`config.mk`:
```
export PLATFORM = sky130hd
export DESIGN_NAME = mhw_ram
export DESIGN_NICKNAME = d
export VERILOG_FILES = /design/src/design/mhw_ram.sv
export SDC_FILE = /design/constraint.sdc
export NUM_CORES = 1
export LEC_CHECK = 0
export BUFFER_PORTS_ARGS = -buffer_cell sky130_fd_sc_hd__buf_4
export CORE_UTILIZATION = 62
export CTS_CLUSTER_DIAMETER = 120
export DETAILED_ROUTE_END_ITERATION = 10
export PLACE_DENSITY = 0.83
export SLEW_MARGIN = 25
export SYNTH_ARGS = -nofsm -noshare
export SYNTH_HDL_FRONTEND = slang
export SYNTH_SLANG_ARGS = --single-unit
```
`constraint.sdc`:
```
create_clock -name clk -period 3.16 [get_ports clk]
set_clock_uncertainty 0.1 [all_clocks]
set_input_delay 0.474 -clock clk [delete_from_list [all_inputs] [get_ports clk]]
set_output_delay 0.474 -clock clk [all_outputs]
set_load 0.02 [all_outputs]
```
`src/design/mhw_ram.sv`:
```
// Generic single-write, single-read RAM with registered read data (read-first).
module mhw_ram #(
  parameter int WIDTH = 8,
  parameter int DEPTH = 8
) (
  input  logic                     clk,
  input  logic                     we,
  input  logic [$clog2(DEPTH)-1:0] waddr,
  input  logic [WIDTH-1:0]         wdata,
  input  logic                     re,
  input  logic [$clog2(DEPTH)-1:0] raddr,
  output logic [WIDTH-1:0]         rdata
);

  logic [WIDTH-1:0] mem [DEPTH];

  always_ff @(posedge clk) begin
    if (we) begin
      mem[waddr] <= wdata;
    end
    if (re) begin
      rdata <= mem[raddr];
    end
  end

endmodule

```
==> impl_metrics.yaml <==
outcome:
  status: "complete, no violations"
clock_network:
  cts_tree: "yes"
  cts.path.max_buffers: 2
  cts_root_buf: "clkbuf_8"
  cts_resized: 0
  cts_setup_buffers: 0
  clk_latency_ps: 330
  clk_pin_slew_worst_paths_ps: 70
  cts.sinks: 72
  cts_max_level: 3
  cts_buffers: 9
  hold_buffers: 0
synthesis:
  synthesis.area_mm2: 0.00277
  yosysTopAreaCell: "edfxtp_1"
  synth_area_per_cell_um2: 24.3
  syn_inst: 114
  yosysSeqAreaShare_pct: 78.0
  synth_compound_area_share_pct: 0
  synth_xor_xnor_area_share_pct: 0
  synth.top_cell.area_share_pct: 78.0
  synthMuxAreaShare_pct: 18.3
  synth_area_leaders: "edfxtp_1, mux4_1, mux2_2"
  synth.distinct_cells: 13
  synth-simple-area-share_pct: 2.12
  ys_ff_latch: 72
  synth_top_family_by_area: "multiplexers"
  synth_fa_ha_area_share_pct: 0
  syn-num-nets: 131
  synth_warnings: 0
timing:
  setup_tns_ps: 0
  slew_violations: 0
  rsz0062_at_grt: "no"
  fmax_ghz: 0.609
  worstMarginPinSlew_ps: 918
  finalSetupViolCount: 0
  hold_viol: 0
  fin_crit_sh_pct: 51.9
  relSlewSlack_pct: 38.6
  min_period_ps: 1640
setup_path:
  crit_slowest_cell: "mux4_1"
  reg2regPathDepth: 2
  cpPeakStageDelay_ps: 600
  crit_fanout: 16
  r2r_start: "mem[1][4]$_DFFE_PP_"
  r2r_slack_ps: 1620
  path_cells: "buf_4, mux4_1, mux2_2"
  arrival_ps: 1620
  critPathTopFamily: "multiplexers"
  endpoint_kind: "flip-flop"
  setup.worst_path.class: "input port to flip-flop"
  required_ps: 3140
  path_buf_inv: 1
  cp-startpoint: "raddr[0]"
  startpoint_type: "input port"
  reg2reg_to: "rdata[4]$_DFFE_PP_"
drt:
  wl_per_cell_um: 21.5
  viasPerCell: 6.01
  detail-route-antenna-nets: 0
  drt_iter0_markers: 113
  drt_wl_total_um: 4330
  vias: 1209
  drc: 0
  first_pass_iters: 4
layout:
  drive_above_1_share_pct: 32.5
  area_delta_synth_final_pct: 16.2
  final_nets: 163
  fillers: 216
  multi_input_area_um2: 566
  design_area_mm2: 0.00322
  seq_area_mm2: 0.00216
  diodes: 0
hold_path:
  min_from: "wdata[1]"
  hold_depth: 1
  hold_class: "input port to flip-flop"
  hold_path_end: "mem[0][1]$_DFFE_PP_"
global_routing:
  antenna_found_initial: 0
  grt_first_pass_wirelength_um: 6310
  grt_start_max_net_pins: 17
  grt_use_total_pct: 21.7
  gr-total-overflow: 0
  grt_pass1_vias: 1239
floorplanning:
  row_count: 23
  start_util_pct: 66.9
  core_region_area_mm2: 0.00414
  die_x_um: 68.9
  io_pins: 25
  die-area_mm2: 0.00474
  die_h_um: 68.9
power_and_ir_drop:
  pwr-share-seq_pct: 53.8
  comb_power_share_pct: 5.7
  intPower_mw: 1.67
  p_per_area_mw_per_mm2: 634
  p_switching_uw: 376
  leakage_nw: 1.12
  vdd_drop_max_uv: 497
  clkPwrFrac_pct: 40.5
  sw_frac_of_total_pct: 18.4
placed_design:
  dp_hpwl_um: 2580
  place_area_mm2: 0.00299
  place_congestion: 0.709
  io_buffers: 24
run:
  drv_cap: 0
-- cell type report --
| cell class | instances | area share [%] |
|---|---|---|
| multi-input cells | 37 | 17.6 |
| well taps | 50 | 1.94 |
| flip-flops and latches | 72 | 67.2 |
| clock inverters | 7 | 3.42 |
| clock buffers | 9 | 3.85 |
| repair buffers | 26 | 6.06 |
-- cells in the final DEF (no fill, tap or decap) --
master / Yosys / layout
nand2b_1: 3 / 3
mux2_2: 8 / 8
bufinv_16: 0 / 3
edfxtp_1: 72 / 72
nand2_1: 2 / 2
mux4_2: 1 / 1
clkinv_2: 0 / 1
nor3_1: 2 / 2
clkinv_1: 0 / 2
buf_4: 0 / 26
clkinvlp_4: 0 / 1
clkbuf_8: 0 / 9
nor2_1: 6 / 6
mux4_1: 15 / 15
-- synthesized netlist by cell type (all sizes together) --
cell / number
mux4: 16
buf: 4
nor3: 2
nor2: 6
nand2b: 3
clkbuf: 1
mux2: 8
edfxtp: 72
nand2: 2
-- per-stage QoR --
stage	util [%]	instances	hold slack (ps)	worst slack [ps]	power (mW)
2_1_floorplan	-	114	473	1300	1.19
3_3_place_gp	72.0	185	597	1210	1.23
3_5_place_dp	72.0	185	609	1160	1.24
4_1_cts	77.7	201	249	1520	2.06
5_1_grt	77.7	201	256	1480	2.12
6_report	77.7	201	269	1520	2.04
-- metal layers --
metal | vias up | routed length (um) | global-route usage (%)
met3 | 9 | 167 | 7.07
met1 | 609 | 1770 | 25.7
li1 | 554 | - | -
met2 | 37 | 2310 | 34.8
met5 | - | 0 | 0
met4 | 0 | 83 | 13.0
-- power by group through the flow --
stage	Clock [mW]	Sequential, mW	Combinational (mW)
6_report	0.827	1.10	0.117
5_1_grt	0.889	1.10	0.126
4_1_cts	0.844	1.10	0.118
3_5_place_dp	0	1.12	0.117
3_3_place_gp	0	1.12	0.112
2_1_floorplan	0	1.13	0.0577
-- kinds of logic (layout without fill, tap and decap cells) --
family	after synthesis	count (layout)
multiplexers	24	24
AND/OR/NAND/NOR	13	13
flip-flops	72	72
buffers and inverters	5	42
-- worst max path at each step --
stage / endpoint / cells after the start
final: rdata[2]$_DFFE_PP_ / 3
after global placement: rdata[2]$_DFFE_PP_ / 3
after CTS: mem[2][4]$_DFFE_PP_ / 3
after detailed placement: mem[2][3]$_DFFE_PP_ / 3
after floorplan: rdata[1]$_DFFE_PP_ / 4
after global routing: mem[2][4]$_DFFE_PP_ / 3
-- registers in the layout, summed over array words and instances (netlist names) --
| signal | cells |
|---|---|
| mem | 64 |
| rdata | 8 |
(Power assumes the default switching activity.)
